**src/hw/rtl/websocket_frame_deframer_core_assert.svh**
```systemverilog
// assertion macros used by the deframer core
`ifndef WEBSOCKET_FRAME_DEFRAMER_CORE_ASSERT_SVH
`define WEBSOCKET_FRAME_DEFRAMER_CORE_ASSERT_SVH

// same-cycle implication, disabled during reset
`define WSFD_ASSERT_NOW(label, clk, rst, ante, cons, msg) \
   label: assert property (@(posedge clk) disable iff (rst) (ante) |-> (cons)) \
      else $error(msg);

// next-cycle implication, disabled during reset
`define WSFD_ASSERT_NEXT(label, clk, rst, ante, cons, msg) \
   label: assert property (@(posedge clk) disable iff (rst) (ante) |=> (cons)) \
      else $error(msg);

`endif

```
**src/hw/rtl/wsfd_pkg.sv**
```systemverilog
// ----------------------------------------------------------------------------
// wsfd_pkg
// Types and constants of the websocket frame deframer.
// ----------------------------------------------------------------------------
package wsfd_pkg;

   // length width the hardware is specified for
   localparam int LENGTH_BITS = 64;
   // held length width: the configured maximum is 32 bits wide
   localparam int LEN_REG_BITS = 32;
   localparam logic [LEN_REG_BITS-1:0] MAX_LEN_RESET = 32'd65536;

   // header opcodes
   localparam logic [3:0] OP_CONT   = 4'h0;
   localparam logic [3:0] OP_TEXT   = 4'h1;
   localparam logic [3:0] OP_BINARY = 4'h2;
   localparam logic [3:0] OP_CLOSE  = 4'h8;
   localparam logic [3:0] OP_PING   = 4'h9;
   localparam logic [3:0] OP_PONG   = 4'hA;

   // 7-bit length codes
   localparam logic [6:0] LEN7_MAX   = 7'd125;
   localparam logic [6:0] LEN7_EXT16 = 7'd126;

   // byte counts of the header sections
   localparam logic [3:0] EXT16_BYTES = 4'd2;
   localparam logic [3:0] EXT64_BYTES = 4'd8;
   localparam logic [3:0] MASK_BYTES  = 4'd4;

   // frame actions
   localparam logic [1:0] ACT_DELIVER = 2'd0;
   localparam logic [1:0] ACT_CLOSE   = 2'd1;
   localparam logic [1:0] ACT_IGNORE  = 2'd2;

   typedef enum logic [2:0] {
      PH_HDR1    = 3'd0,
      PH_HDR2    = 3'd1,
      PH_EXTLEN  = 3'd2,
      PH_MASK    = 3'd3,
      PH_PAYLOAD = 3'd4
   } phase_type;

   typedef enum logic [1:0] {
      KIND_DATA  = 2'd0,
      KIND_EMPTY = 2'd1,
      KIND_ERROR = 2'd2
   } kind_type;

   // one parse step's result
   typedef struct packed {
      logic       emit;
      kind_type   kind;
      logic [7:0] payload_byte;
      logic [3:0] opcode;
      logic       fin;
      logic       last;
      logic [1:0] action;
   } step_type;

   // parser status seen by the top level
   typedef struct packed {
      logic      err_latched;
      phase_type phase;
   } status_type;

endpackage

```
**src/hw/rtl/wsfd_req_if.sv**
```systemverilog
// ----------------------------------------------------------------------------
// wsfd_req_if
// Received byte channel of the deframer.
// ----------------------------------------------------------------------------
interface wsfd_req_if;
   logic       valid;
   logic       ready;
   logic [7:0] data_byte;

   modport source (output valid, output data_byte, input ready);
   modport sink (input valid, input data_byte, output ready);
endinterface

```
**src/hw/rtl/wsfd_rsp_if.sv**
```systemverilog
// ----------------------------------------------------------------------------
// wsfd_rsp_if
// Result channel of the deframer.
// ----------------------------------------------------------------------------
interface wsfd_rsp_if;
   logic       valid;
   logic       ready;
   logic [1:0] result_kind;
   logic [7:0] payload_byte;
   logic [3:0] frame_opcode;
   logic       final_fragment;
   logic       last_of_frame;
   logic [1:0] frame_action;

   modport source (
      output valid, output result_kind, output payload_byte, output frame_opcode,
      output final_fragment, output last_of_frame, output frame_action,
      input ready
   );
   modport sink (
      input valid, input result_kind, input payload_byte, input frame_opcode,
      input final_fragment, input last_of_frame, input frame_action,
      output ready
   );
endinterface

```
**src/hw/rtl/wsfd_parser.sv**
```systemverilog
// ----------------------------------------------------------------------------
// wsfd_parser
// Frame parse state and the per-byte step: header checks, length, mask, unmask.
// ----------------------------------------------------------------------------
module wsfd_parser (
   input  logic                                 clock,
   input  logic                                 reset,
   input  logic                                 accept,
   input  logic [7:0]                           data_byte,
   input  logic [wsfd_pkg::LEN_REG_BITS-1:0]    max_len,
   output wsfd_pkg::step_type                   step,
   output wsfd_pkg::status_type                 status
);

   localparam int LenKeep =
      (wsfd_pkg::LENGTH_BITS < wsfd_pkg::LEN_REG_BITS) ?
      wsfd_pkg::LENGTH_BITS : wsfd_pkg::LEN_REG_BITS;

   wsfd_pkg::phase_type                 phase_ff, phase_in;
   logic                                fin_ff, fin_in;
   logic [3:0]                          opcode_ff, opcode_in;
   logic [3:0]                          cnt_ff, cnt_in;
   logic [wsfd_pkg::LEN_REG_BITS-1:0]   len_ff, len_in;
   logic                                high_ff, high_in;
   logic [1:0]                          pos_ff, pos_in;
   logic                                err_ff, err_in;
   logic [7:0]                          mask_key_ff [4];
   logic                                mask_we;
   logic [1:0]                          mask_widx;
   logic                                fail;
   logic [1:0]                          action;

   // length check: no bits above the held width, fits, not above the maximum
   function automatic logic len_ok(
      input logic                              high,
      input logic [wsfd_pkg::LEN_REG_BITS-1:0] len,
      input logic [wsfd_pkg::LEN_REG_BITS-1:0] max
   );
      logic fits;
      fits = ((len >> LenKeep) == '0);
      return !high && fits && (len <= max);
   endfunction

   // action of the frame being finished
   always_comb begin
      if (fin_ff && (opcode_ff == wsfd_pkg::OP_TEXT || opcode_ff == wsfd_pkg::OP_BINARY)) begin
         action = wsfd_pkg::ACT_DELIVER;
      end else if (fin_ff && opcode_ff == wsfd_pkg::OP_CLOSE) begin
         action = wsfd_pkg::ACT_CLOSE;
      end else begin
         action = wsfd_pkg::ACT_IGNORE;
      end
   end

   // state register
   always_ff @(posedge clock) begin
      if (reset) begin
         phase_ff  <= wsfd_pkg::PH_HDR1;
         fin_ff    <= 1'b0;
         opcode_ff <= '0;
         cnt_ff    <= '0;
         len_ff    <= '0;
         high_ff   <= 1'b0;
         pos_ff    <= '0;
         err_ff    <= 1'b0;
      end else begin
         phase_ff  <= phase_in;
         fin_ff    <= fin_in;
         opcode_ff <= opcode_in;
         cnt_ff    <= cnt_in;
         len_ff    <= len_in;
         high_ff   <= high_in;
         pos_ff    <= pos_in;
         err_ff    <= err_in;
      end
   end

   // mask key store
   always_ff @(posedge clock) begin
      if (mask_we) begin
         mask_key_ff[mask_widx] <= data_byte;
      end
   end

   // next state and step result
   always_comb begin
      phase_in  = phase_ff;
      fin_in    = fin_ff;
      opcode_in = opcode_ff;
      cnt_in    = cnt_ff;
      len_in    = len_ff;
      high_in   = high_ff;
      pos_in    = pos_ff;
      err_in    = err_ff;
      mask_we   = 1'b0;
      mask_widx = 2'd0 - cnt_ff[1:0];
      fail      = 1'b0;
      step      = '0;
      step.kind   = wsfd_pkg::KIND_DATA;
      step.opcode = opcode_ff;
      step.fin    = fin_ff;

      if (accept && !err_ff) begin
         case (phase_ff)
            wsfd_pkg::PH_HDR1: begin
               opcode_in   = data_byte[3:0];
               step.opcode = data_byte[3:0];
               if (data_byte[6:4] != 3'd0) begin
                  fail = 1'b1;
               end else begin
                  fin_in   = data_byte[7];
                  step.fin = data_byte[7];
                  if (!(data_byte[3:0] inside {wsfd_pkg::OP_CONT, wsfd_pkg::OP_TEXT,
                        wsfd_pkg::OP_BINARY, wsfd_pkg::OP_CLOSE, wsfd_pkg::OP_PING,
                        wsfd_pkg::OP_PONG})) begin
                     fail = 1'b1;
                  end else if (!data_byte[7] && data_byte[3]) begin
                     // fragmented control frame
                     fail = 1'b1;
                  end else begin
                     phase_in = wsfd_pkg::PH_HDR2;
                  end
               end
            end
            wsfd_pkg::PH_HDR2: begin
               high_in = 1'b0;
               len_in  = '0;
               if (!data_byte[7]) begin
                  fail = 1'b1;
               end else if (data_byte[6:0] <= wsfd_pkg::LEN7_MAX) begin
                  len_in = wsfd_pkg::LEN_REG_BITS'(data_byte[6:0]);
                  if (!len_ok(1'b0, len_in, max_len)) begin
                     fail = 1'b1;
                  end else begin
                     cnt_in   = wsfd_pkg::MASK_BYTES;
                     phase_in = wsfd_pkg::PH_MASK;
                  end
               end else begin
                  cnt_in   = (data_byte[6:0] == wsfd_pkg::LEN7_EXT16) ?
                             wsfd_pkg::EXT16_BYTES : wsfd_pkg::EXT64_BYTES;
                  phase_in = wsfd_pkg::PH_EXTLEN;
               end
            end
            wsfd_pkg::PH_EXTLEN: begin
               // big-endian shift; bits pushed out of the held width go sticky
               len_in  = {len_ff[wsfd_pkg::LEN_REG_BITS-9:0], data_byte};
               high_in = high_ff || (len_ff[wsfd_pkg::LEN_REG_BITS-1 -: 8] != 8'd0);
               cnt_in  = cnt_ff - 4'd1;
               if (cnt_in == 4'd0) begin
                  if (!len_ok(high_in, len_in, max_len)) begin
                     fail = 1'b1;
                  end else begin
                     cnt_in   = wsfd_pkg::MASK_BYTES;
                     phase_in = wsfd_pkg::PH_MASK;
                  end
               end
            end
            wsfd_pkg::PH_MASK: begin
               mask_we = 1'b1;
               cnt_in  = cnt_ff - 4'd1;
               if (cnt_in == 4'd0) begin
                  pos_in = '0;
                  if (len_ff == '0) begin
                     phase_in    = wsfd_pkg::PH_HDR1;
                     step.emit   = 1'b1;
                     step.kind   = wsfd_pkg::KIND_EMPTY;
                     step.last   = 1'b1;
                     step.action = action;
                  end else begin
                     phase_in = wsfd_pkg::PH_PAYLOAD;
                  end
               end
            end
            wsfd_pkg::PH_PAYLOAD: begin
               // len_ff counts the payload bytes still to come
               pos_in            = pos_ff + 2'd1;
               len_in            = len_ff - wsfd_pkg::LEN_REG_BITS'(1);
               step.emit         = 1'b1;
               step.kind         = wsfd_pkg::KIND_DATA;
               step.payload_byte = data_byte ^ mask_key_ff[pos_ff];
               if (len_ff == wsfd_pkg::LEN_REG_BITS'(1)) begin
                  phase_in    = wsfd_pkg::PH_HDR1;
                  step.last   = 1'b1;
                  step.action = action;
               end
            end
            default: begin
               phase_in = wsfd_pkg::PH_HDR1;
            end
         endcase

         // protocol error: one error result, then silence until reset
         if (fail) begin
            err_in       = 1'b1;
            step.emit    = 1'b1;
            step.kind    = wsfd_pkg::KIND_ERROR;
            step.last    = 1'b0;
            step.action  = wsfd_pkg::ACT_DELIVER;
         end
      end
   end

   assign status.err_latched = err_ff;
   assign status.phase       = phase_ff;

endmodule

```
**src/hw/rtl/websocket_frame_deframer_core.sv**
```systemverilog
// A result is registered: it is on rsp_bus in the cycle after the transfer of the byte that causes it.
// Throughput: one byte per cycle; a new byte is taken in the cycle a held result is taken.
// The only stall is a held result register whose content is not taken.
// Reset clears the parse state, the sticky error and max_payload_length (to 65536).
// The mask key store is not reset; every key byte is written before use.
// ----------------------------------------------------------------------------
// websocket_frame_deframer_core
// Client-to-server frame deframer: header checks, length, unmasking per byte.
// ----------------------------------------------------------------------------
`include "websocket_frame_deframer_core_assert.svh"

module websocket_frame_deframer_core (
   input  logic                              clock,
   input  logic                              reset,
   wsfd_req_if.sink                          req_bus,
   wsfd_rsp_if.source                        rsp_bus,
   input  logic                              csr_wr_en,
   input  logic [wsfd_pkg::LEN_REG_BITS-1:0] csr_wr_data
);

   logic [wsfd_pkg::LEN_REG_BITS-1:0] max_len_ff;
   logic                              rsp_valid_ff, rsp_valid_in;
   wsfd_pkg::step_type                rsp_ff;
   wsfd_pkg::step_type                step;
   wsfd_pkg::status_type              status;
   logic                              req_fire;

   // configuration register
   always_ff @(posedge clock) begin
      if (reset) begin
         max_len_ff <= wsfd_pkg::MAX_LEN_RESET;
      end else if (csr_wr_en) begin
         max_len_ff <= csr_wr_data;
      end
   end

   // input side is ready whenever the result register frees up this cycle
   assign req_bus.ready = !rsp_valid_ff || rsp_bus.ready;
   assign req_fire      = req_bus.valid && req_bus.ready;

   wsfd_parser u_parser (
      .clock     (clock),
      .reset     (reset),
      .accept    (req_fire),
      .data_byte (req_bus.data_byte),
      .max_len   (max_len_ff),
      .step      (step),
      .status    (status)
   );

   // result register
   always_comb begin
      if (req_fire) begin
         rsp_valid_in = step.emit;
      end else if (rsp_bus.ready) begin
         rsp_valid_in = 1'b0;
      end else begin
         rsp_valid_in = rsp_valid_ff;
      end
   end

   always_ff @(posedge clock) begin
      if (reset) begin
         rsp_valid_ff <= 1'b0;
      end else begin
         rsp_valid_ff <= rsp_valid_in;
      end
   end

   always_ff @(posedge clock) begin
      if (req_fire && step.emit) begin
         rsp_ff <= step;
      end
   end

   assign rsp_bus.valid          = rsp_valid_ff;
   assign rsp_bus.result_kind    = rsp_ff.kind;
   assign rsp_bus.payload_byte   = rsp_ff.payload_byte;
   assign rsp_bus.frame_opcode   = rsp_ff.opcode;
   assign rsp_bus.final_fragment = rsp_ff.fin;
   assign rsp_bus.last_of_frame  = rsp_ff.last;
   assign rsp_bus.frame_action   = rsp_ff.action;

   // checks
   `WSFD_ASSERT_NEXT(a_err_sticky, clock, reset, status.err_latched, status.err_latched, "error flag cleared without reset")
   `WSFD_ASSERT_NOW(a_silent_after_err, clock, reset, status.err_latched, !step.emit, "result produced after a protocol error")
   `WSFD_ASSERT_NOW(a_result_from_transfer, clock, reset, $rose(rsp_valid_ff), $past(req_fire), "result appeared without an input transfer")
   `WSFD_ASSERT_NOW(a_empty_is_last, clock, reset, rsp_valid_ff && rsp_ff.kind == wsfd_pkg::KIND_EMPTY, rsp_ff.last, "empty-frame result not marked last")
   `WSFD_ASSERT_NOW(a_error_not_last, clock, reset, rsp_valid_ff && rsp_ff.kind == wsfd_pkg::KIND_ERROR, !rsp_ff.last && rsp_ff.action == wsfd_pkg::ACT_DELIVER, "error result carries frame end")

endmodule

```
**src/flat_wrapper.sv**
```systemverilog
// flat-port wrapper written by rule: the top's interface ports become plain ports
module websocket_frame_deframer_core_flat 
  (clock, reset, csr_wr_en, csr_wr_data, req_bus_valid, req_bus_data_byte, req_bus_ready, rsp_bus_valid, rsp_bus_result_kind, rsp_bus_payload_byte, rsp_bus_frame_opcode, rsp_bus_final_fragment, rsp_bus_last_of_frame, rsp_bus_frame_action, rsp_bus_ready);
  wsfd_req_if req_bus_i ();
  wsfd_rsp_if rsp_bus_i ();
  input  logic clock;
  input  logic reset;
  input  logic csr_wr_en;
  input  logic [wsfd_pkg::LEN_REG_BITS-1:0] csr_wr_data;
  input wire logic [$bits(req_bus_i.valid)-1:0] req_bus_valid;
  input wire logic [$bits(req_bus_i.data_byte)-1:0] req_bus_data_byte;
  output wire logic [$bits(req_bus_i.ready)-1:0] req_bus_ready;
  output wire logic [$bits(rsp_bus_i.valid)-1:0] rsp_bus_valid;
  output wire logic [$bits(rsp_bus_i.result_kind)-1:0] rsp_bus_result_kind;
  output wire logic [$bits(rsp_bus_i.payload_byte)-1:0] rsp_bus_payload_byte;
  output wire logic [$bits(rsp_bus_i.frame_opcode)-1:0] rsp_bus_frame_opcode;
  output wire logic [$bits(rsp_bus_i.final_fragment)-1:0] rsp_bus_final_fragment;
  output wire logic [$bits(rsp_bus_i.last_of_frame)-1:0] rsp_bus_last_of_frame;
  output wire logic [$bits(rsp_bus_i.frame_action)-1:0] rsp_bus_frame_action;
  input wire logic [$bits(rsp_bus_i.ready)-1:0] rsp_bus_ready;
  assign req_bus_i.valid = req_bus_valid;
  assign req_bus_i.data_byte = req_bus_data_byte;
  assign req_bus_ready = req_bus_i.ready;
  assign rsp_bus_valid = rsp_bus_i.valid;
  assign rsp_bus_result_kind = rsp_bus_i.result_kind;
  assign rsp_bus_payload_byte = rsp_bus_i.payload_byte;
  assign rsp_bus_frame_opcode = rsp_bus_i.frame_opcode;
  assign rsp_bus_final_fragment = rsp_bus_i.final_fragment;
  assign rsp_bus_last_of_frame = rsp_bus_i.last_of_frame;
  assign rsp_bus_frame_action = rsp_bus_i.frame_action;
  assign rsp_bus_i.ready = rsp_bus_ready;
  websocket_frame_deframer_core u_core (.clock(clock), .reset(reset), .req_bus(req_bus_i), .rsp_bus(rsp_bus_i), .csr_wr_en(csr_wr_en), .csr_wr_data(csr_wr_data));
endmodule
```
**config.mk**
```make
export PLATFORM = sky130hd
export DESIGN_NAME = websocket_frame_deframer_core_flat
export DESIGN_NICKNAME = d
export VERILOG_FILES = /design/src/hw/rtl/wsfd_pkg.sv /design/src/hw/rtl/wsfd_req_if.sv /design/src/hw/rtl/wsfd_rsp_if.sv /design/src/hw/rtl/wsfd_parser.sv /design/src/hw/rtl/websocket_frame_deframer_core.sv /design/src/flat_wrapper.sv
export VERILOG_INCLUDE_DIRS = /design/src /design/src/hw/rtl
export SDC_FILE = /design/constraint.sdc
export NUM_CORES = 1
export LEC_CHECK = 0
export BUFFER_PORTS_ARGS = -buffer_cell sky130_fd_sc_hd__buf_2
export CAP_MARGIN = 5
export CELL_PAD_IN_SITES_DETAIL_PLACEMENT = 1
export CELL_PAD_IN_SITES_GLOBAL_PLACEMENT = 2
export CORE_MARGIN = 1.5
export CORE_UTILIZATION = 34
export DETAILED_ROUTE_END_ITERATION = 10
export GPL_TIMING_DRIVEN = 0
export PLACE_DENSITY = 0.82
export SLEW_MARGIN = 20
export SYNTH_ARGS = -nofsm -noshare
export SYNTH_HDL_FRONTEND = slang
export SYNTH_SLANG_ARGS = --single-unit
```
**constraint.sdc**
```tcl
create_clock -name clock -period 3.08 [get_ports clock]
set_input_delay 0.154 -clock clock [delete_from_list [all_inputs] [get_ports clock]]
set_output_delay 0.154 -clock clock [all_outputs]
set_load 0.01 [all_outputs]
```
After elaboration in Yosys (flattened, before gate mapping)
Memories as Yosys holds them, arrays and structs flattened. A register that Yosys moved wholly into a read port is not among the register bits.
Cells that the tools add are included.
Word-level totals
  register bits after elaboration: 99
  memory bits (writable): 32
  bits of input ports: 45
  output and inout port bits: 20
  word-level logic and storage cells: 143
  memories kept: 1
Memory list
  u_core.u_parser.mask_key_ff: depth 4, width 8, rd ports 1, clocked after Yosys merged registers in 1, write ports 1, RTL line wsfd_parser.sv:27  | logic [7:0] mask_key_ff [4];
Cells by class
  add/subtract/negate cells: 4
  $lt $le $gt $ge: 3
  eq/ne operators: 23
  mux-type cells: 58
  bitwise gates (word level): 2
  reduce and logical (&&, ||, !) cells: 35
Operator list (number)
  $pmux W32 S3: 1
  $mux W3: 18
  $eq A32 B1 Y1 const B: 1
  $le A32 B32 Y1: 1
  $le A7 B32 Y1: 1
  $logic_not A32 Y1: 1
  $sub A32 B1 Y32 const B: 1
  $mux W4: 6
  $mux W19: 1
  $eq A4 B4 Y1 const B: 4
  $mux W1: 16
  $ne A2 B2 Y1 const B: 8
  $pmux W3 S5: 1
  $mux W7: 2
  $pmux W3 S2: 2
  $pmux W4 S3: 1
  $mux W2: 5
  $reduce_and A10 Y1: 1
  $reduce_and A2 Y1: 5
  $reduce_bool A3 Y1: 3
  $eq A4 B1 Y1 const B: 2
  $eq A4 B2 Y1 const B: 2
  $logic_not A4 Y1: 2
  $mux W8: 1
  other kinds (25): 39

Longest topological paths before layout
  depth in word-level cells: 11
  mapped depth: 10
  depth with buffers taken out: 9

Modules after synthesis
A second synthesis with hierarchy kept.
Second synthesis, totals
  cell total of the unflattened synthesis: 738
  area total of the unflattened synthesis: 7143.1 sq um
Modules (own cells, without submodules)
  wsfd_parser: times used 1, cells an instance 610, area each 5383.9 sq um
  websocket_frame_deframer_core: times used 1, cells an instance 128, area each 1759.2 sq um

Worst setup path before layout
Ideal clock, no wire load.
  kind: register -> register
  start: reg u_core.max_len_ff[13] (netlist bit)
  end: reg u_core.rsp_ff (netlist bit u_core.rsp_bus.final_fragment) (enable)
  library setup time: 0.404 ns
  data arrival time: 2.928 ns
  required time: 2.676 ns
  path slack: -0.252 ns
  stages on the path, launching flop included: 10
  clock period less this slack: 3.332 ns
  cells stage by stage: dfxtp_1 -> inv_1 -> ha_1 -> nand4_2 -> or4_4 -> a21o_1 -> nand3_1 -> a21oi_2 -> o31a_2 -> a31oi_1
Between the ends
  cells in the longest elaborated chain, start to end: 9
  elaborated cells between the ends (all ways): 13
  classes of those cells: 2 x order compare; 9 x mux; 2 x reduce/logical
Ends and longest elaborated chain
  start: declaration: RTL line websocket_frame_deframer_core.sv:21  | logic [wsfd_pkg::LEN_REG_BITS-1:0] max_len_ff;
  start signal: assignment: RTL line websocket_frame_deframer_core.sv:31  | max_len_ff <= wsfd_pkg::MAX_LEN_RESET;
  start signal: assignment: RTL line websocket_frame_deframer_core.sv:33  | max_len_ff <= csr_wr_data;
  $le A7 B32 Y1 or $le A32 B32 Y1 (tied branches): RTL line wsfd_parser.sv:41  | return !high && fits && (len <= max);
  $mux W1 or $logic_and A1 B1 Y1 (tied branches): RTL line wsfd_parser.sv:132, wsfd_parser.sv:41
  $mux W1 (on tied branches): RTL line wsfd_parser.sv:130, wsfd_parser.sv:150
  $mux W1 (on tied branches): RTL line wsfd_parser.sv:128, wsfd_parser.sv:149
  $pmux W1 S3 *: RTL line wsfd_parser.sv:104  | case (phase_ff)
  $mux W1 *: RTL line wsfd_parser.sv:103  | if (accept && !err_ff) begin
  $mux W3 *: RTL line wsfd_parser.sv:193  | if (fail) begin
  $mux W19 *: RTL line wsfd_parser.sv:103
  $logic_and A1 B1 Y1 *: RTL line websocket_frame_deframer_core.sv:71  | if (req_fire && step.emit) begin
  end signal: assignment: RTL line websocket_frame_deframer_core.sv:72  | rsp_ff <= step;
  end: declaration: RTL line websocket_frame_deframer_core.sv:23  | wsfd_pkg::step_type rsp_ff;
Every way passes the cells marked *; elsewhere a longest branch is shown, timed or not. The select of a mux whose other input is x is not followed.
A chain may end at the register's enable or synchronous reset.

Final worst setup path
  start: reg u_core.u_parser.len_ff[6] (netlist bit)
  end: reg u_core.rsp_ff (netlist bit u_core.rsp_bus.frame_opcode[2]) (enable)
Between the ends
  cells in the longest elaborated chain, start to end: 9
  elaborated cells between the ends (all ways): 13
  classes of those cells: 1 x order compare; 9 x mux; 3 x reduce/logical
Ends and longest elaborated chain
  start: declaration: RTL line wsfd_parser.sv:23  | logic [wsfd_pkg::LEN_REG_BITS-1:0] len_ff, len_in;
  start signal: assignment: RTL line wsfd_parser.sv:71  | len_ff <= len_in;
  $le A32 B32 Y1: RTL line wsfd_parser.sv:41
  $logic_and A1 B1 Y1: RTL line wsfd_parser.sv:41
  $mux W1: RTL line wsfd_parser.sv:150  | if (!len_ok(high_in, len_in, max_len)) begin
  $mux W1: RTL line wsfd_parser.sv:149  | if (cnt_in == 4'd0) begin
  $pmux W1 S3: RTL line wsfd_parser.sv:104
  $mux W1: RTL line wsfd_parser.sv:103
  $mux W3 *: RTL line wsfd_parser.sv:193
  $mux W19 *: RTL line wsfd_parser.sv:103
  $logic_and A1 B1 Y1 *: RTL line websocket_frame_deframer_core.sv:71
Marks and branches as above.

==> results.txt <==
First DRT Iteration DRCs: 477
Vias in the first global route: 6252
Max clock buf depth: 2
Die Y: 146 um
Fill cell count: 2341
Slew Viols, Final: 0
Slew margin rel.: 0.365
Count of flip-flops with a built-in enable after synthesis: 50
Crit path max fanout: 18
Critical Path RT: 3.22 ns
Average size of a mapped cell: 9.37 um^2
Primary FF master, synth: dfxtp_1
Worst-path clk slew: 0.07 ns
IO buf count: 62
Worst path max stage delay: 0.58 ns
Compound-Gate Fraction of Synth Area: 0.146
Crit-path slowest cell: or4_4
Seq cells post-synth: 133
DR WL/cell: 19.2 um
First-pass GRT wire length: 35.3 mm
Mux contribution to synthesized area: 0.0779
Die W: 146 um
Via density: 5.37
Mapped Area: 7000 um^2
CP Launch Type: register
DPL Wire Length: 15.6 mm
RD Place Congestion: 0.824
Commonest cells after routing, fill and taps aside: nor2_1, dfxtp_1, buf_2
Commonest non-fill, non-tap cell in the layout: nor2_1
Fin Hold WS: 0.107 ns
Post-synthesis sequential area ratio: 0.452
Residual DRC: 0
CTS root buf: clkbuf_16
Via count: 6138
Final #Nets: 945
R2R Path Start: u_core.u_parser.len_ff[6]
Crit-path cells: ha_1, nand4_2, or4_4, a21o_1, nand3_1, a21oi_2, o31a_2, a31oi_4, buf_12
Cell variety after synth: 64
Design Area, Final: 8630 um^2
Fraction of the mapped netlist area in simple logic gates: 0.197
Drt first pass iters: 5
VDD IR max: 0.364 mV
Hold Path Class: in2reg
Antenna cell count: 0
CP endpoint kind: register
R2r worst-path depth: 9
Largest net degree at the start of global routing: 19
Worst-Margin Slew: 0.949 ns
WP data arrival: 3.08 ns
Final Cycle Share: 0.954
Adder-Cell Fraction of Synth Area: 0.0697
Row Count: 52
Die area: 21500 um^2
P per Cell Area: 507 nW/um^2
Tot GR Track Use: 0.214
Main combinational cell family by area after synthesis: simple AND/OR/NAND/NOR gates
Cells after Synth: 747
Clock Latency Late Sink: 0.43 ns
Final setup fails: 0
Setup TNS: 0 ns
Reg2reg end: u_core.rsp_bus.frame_opcode[2]
Antenna viol nets, final: 0
Async S/R FF share, synth: 0
Util after Layout: 0.427
FF-to-FF setup slack: 0.14 ns
Area post-placement: 7650 um^2
Initial antenna violation count: 0
Share of cells above drive strength 1: 0.144
Io pins: 65
HP Start: req_bus_data_byte[0]
Final hold vios: 0
GRT overflow: 0
Hold path depth: 1
Warnings from Yosys: 0
Clock sinks: 133
XOR/XNOR Fraction of Synth Area: 0.0175
WL final: 22.0 mm
Leakage: 3.34 nW
Peak Freq: 340 MHz
P&R area growth vs syn: 23.3%
Max Cap Viol: 0
TritonCTS clock tree: done
Post-layout minimum cycle time: 2.94 ns
Total CTS buffers: 17
H-Tree Depth: 4
Max Clock Skew: 0.0149 ns
Status: finished clean
RSZ-0062 raised after global routing: false
Syn nets: 831
Setup CP Type: reg2reg
Core Box Area: 20200 um^2
Initial Utilization: 0.346
Hold endpoint: u_core.u_parser.mask_key_ff[2][0]
[synthesized netlist by cell type, types with 16 or more instances]
library cell | number | area, um^2
nor2_1 | 105 | 394
dfxtp_1 | 83 | 1660
nand2_1 | 59 | 221
a21oi_1 | 55 | 275
edfxtp_1 | 50 | 1500
o21ai_0 | 41 | 205
ha_1 | 39 | 488
inv_1 | 39 | 146
clkbuf_1 | 33 | 124
mux2i_1 | 32 | 320
nor3_1 | 22 | 110
nor4_1 | 16 | 100
[critical path, delay by kind of cell (launching register included)]
family	cells	cell delay [ns]
flip-flops	1	0.39
AND/OR/NAND/NOR	3	0.83
AO/OA/AOI/OAI	4	0.86
buffers and inverters	1	0.18
adder cells (fa/ha/maj)	1	0.37
[layer usage]
layer / global-route usage / routed length, um / part of all wire
met5: 0 / 0 / 0
met4: 0.0525 / 355 / 0.016
met3: 0.0363 / 758 / 0.034
met2: 0.364 / 10700 / 0.49
met1: 0.283 / 10200 / 0.46
[area by class of cell]
type	count	area, um^2	share of cell area
buffer	35	135	0.0157
clock buffer	17	425	0.0493
clock inverter	15	176	0.0204
inverter	39	146	0.0170
multi-input combinational	540	3600	0.417
sequential	133	3160	0.367
tap	270	338	0.0391
timing repair buffer	95	651	0.0754
[per-stage QoR]
stage	power (mW)	worst slack [ns]	instances
floorplan	2.16	0.0952	747
global placement	2.29	-0.814	1079
detailed placement	2.30	-0.772	1079
CTS	4.42	0.0847	1144
global route	4.54	0.00428	1144
finish	4.37	0.140	1144
[worst max path at each step]
stage                                      startpoint                             end  cells after the start
after CTS                 u_core.u_parser.phase_ff[0]  u_core.rsp_bus.frame_opcode[1]                      9
after detailed placement  u_core.u_parser.phase_ff[0]  u_core.rsp_bus.payload_byte[4]                      8
after floorplan                 u_core.max_len_ff[13]   u_core.rsp_bus.final_fragment                      9
final                       u_core.u_parser.len_ff[6]  u_core.rsp_bus.frame_opcode[2]                      9
after global routing            u_core.max_len_ff[15]  u_core.rsp_bus.frame_opcode[2]                     10
after global placement    u_core.u_parser.phase_ff[0]  u_core.rsp_bus.payload_byte[5]                      8
[flip-flops by register name, indices dropped and copies added (netlist names), 3 cells and up, named ones only]
signal / cells
u_core.max_len_ff: 32
u_core.u_parser.opcode_ff: 4
u_core.u_parser.phase_ff: 3
u_core.u_parser.len_ff: 32
u_core.rsp_bus.frame_opcode: 4
u_core.u_parser.mask_key_ff: 32
u_core.u_parser.cnt_ff: 4
u_core.rsp_bus.payload_byte: 8
[cells by family after synthesis]
kind of cell / Yosys count
and+or+nand+nor: 279
adders and majority gates: 39
buffers and inverters: 74
DFF: 133
AOI/OAI and AO/OA: 164
muxes: 44
xor gates and xnor gates: 14
[timing repair]
item,CTS,global route
hold endpoints to repair,32,0
hold buffers,32,0
setup endpoints to repair,18,26
resized for setup,2,8
setup buffers,1,0
pin swaps,1,0
[power by group]
| group | leakage [nW] | total [mW] | switching, mW | internal, mW |
|---|---|---|---|---|
| Combinational | 1.91 | 0.391 | 0.223 | 0.168 |
| Clock | 0.293 | 2.07 | 0.909 | 1.16 |
| Sequential | 1.14 | 1.91 | 0.0299 | 1.88 |
| Total | 3.34 | 4.37 | 1.16 | 3.21 |
(Power assumes the default switching activity.)
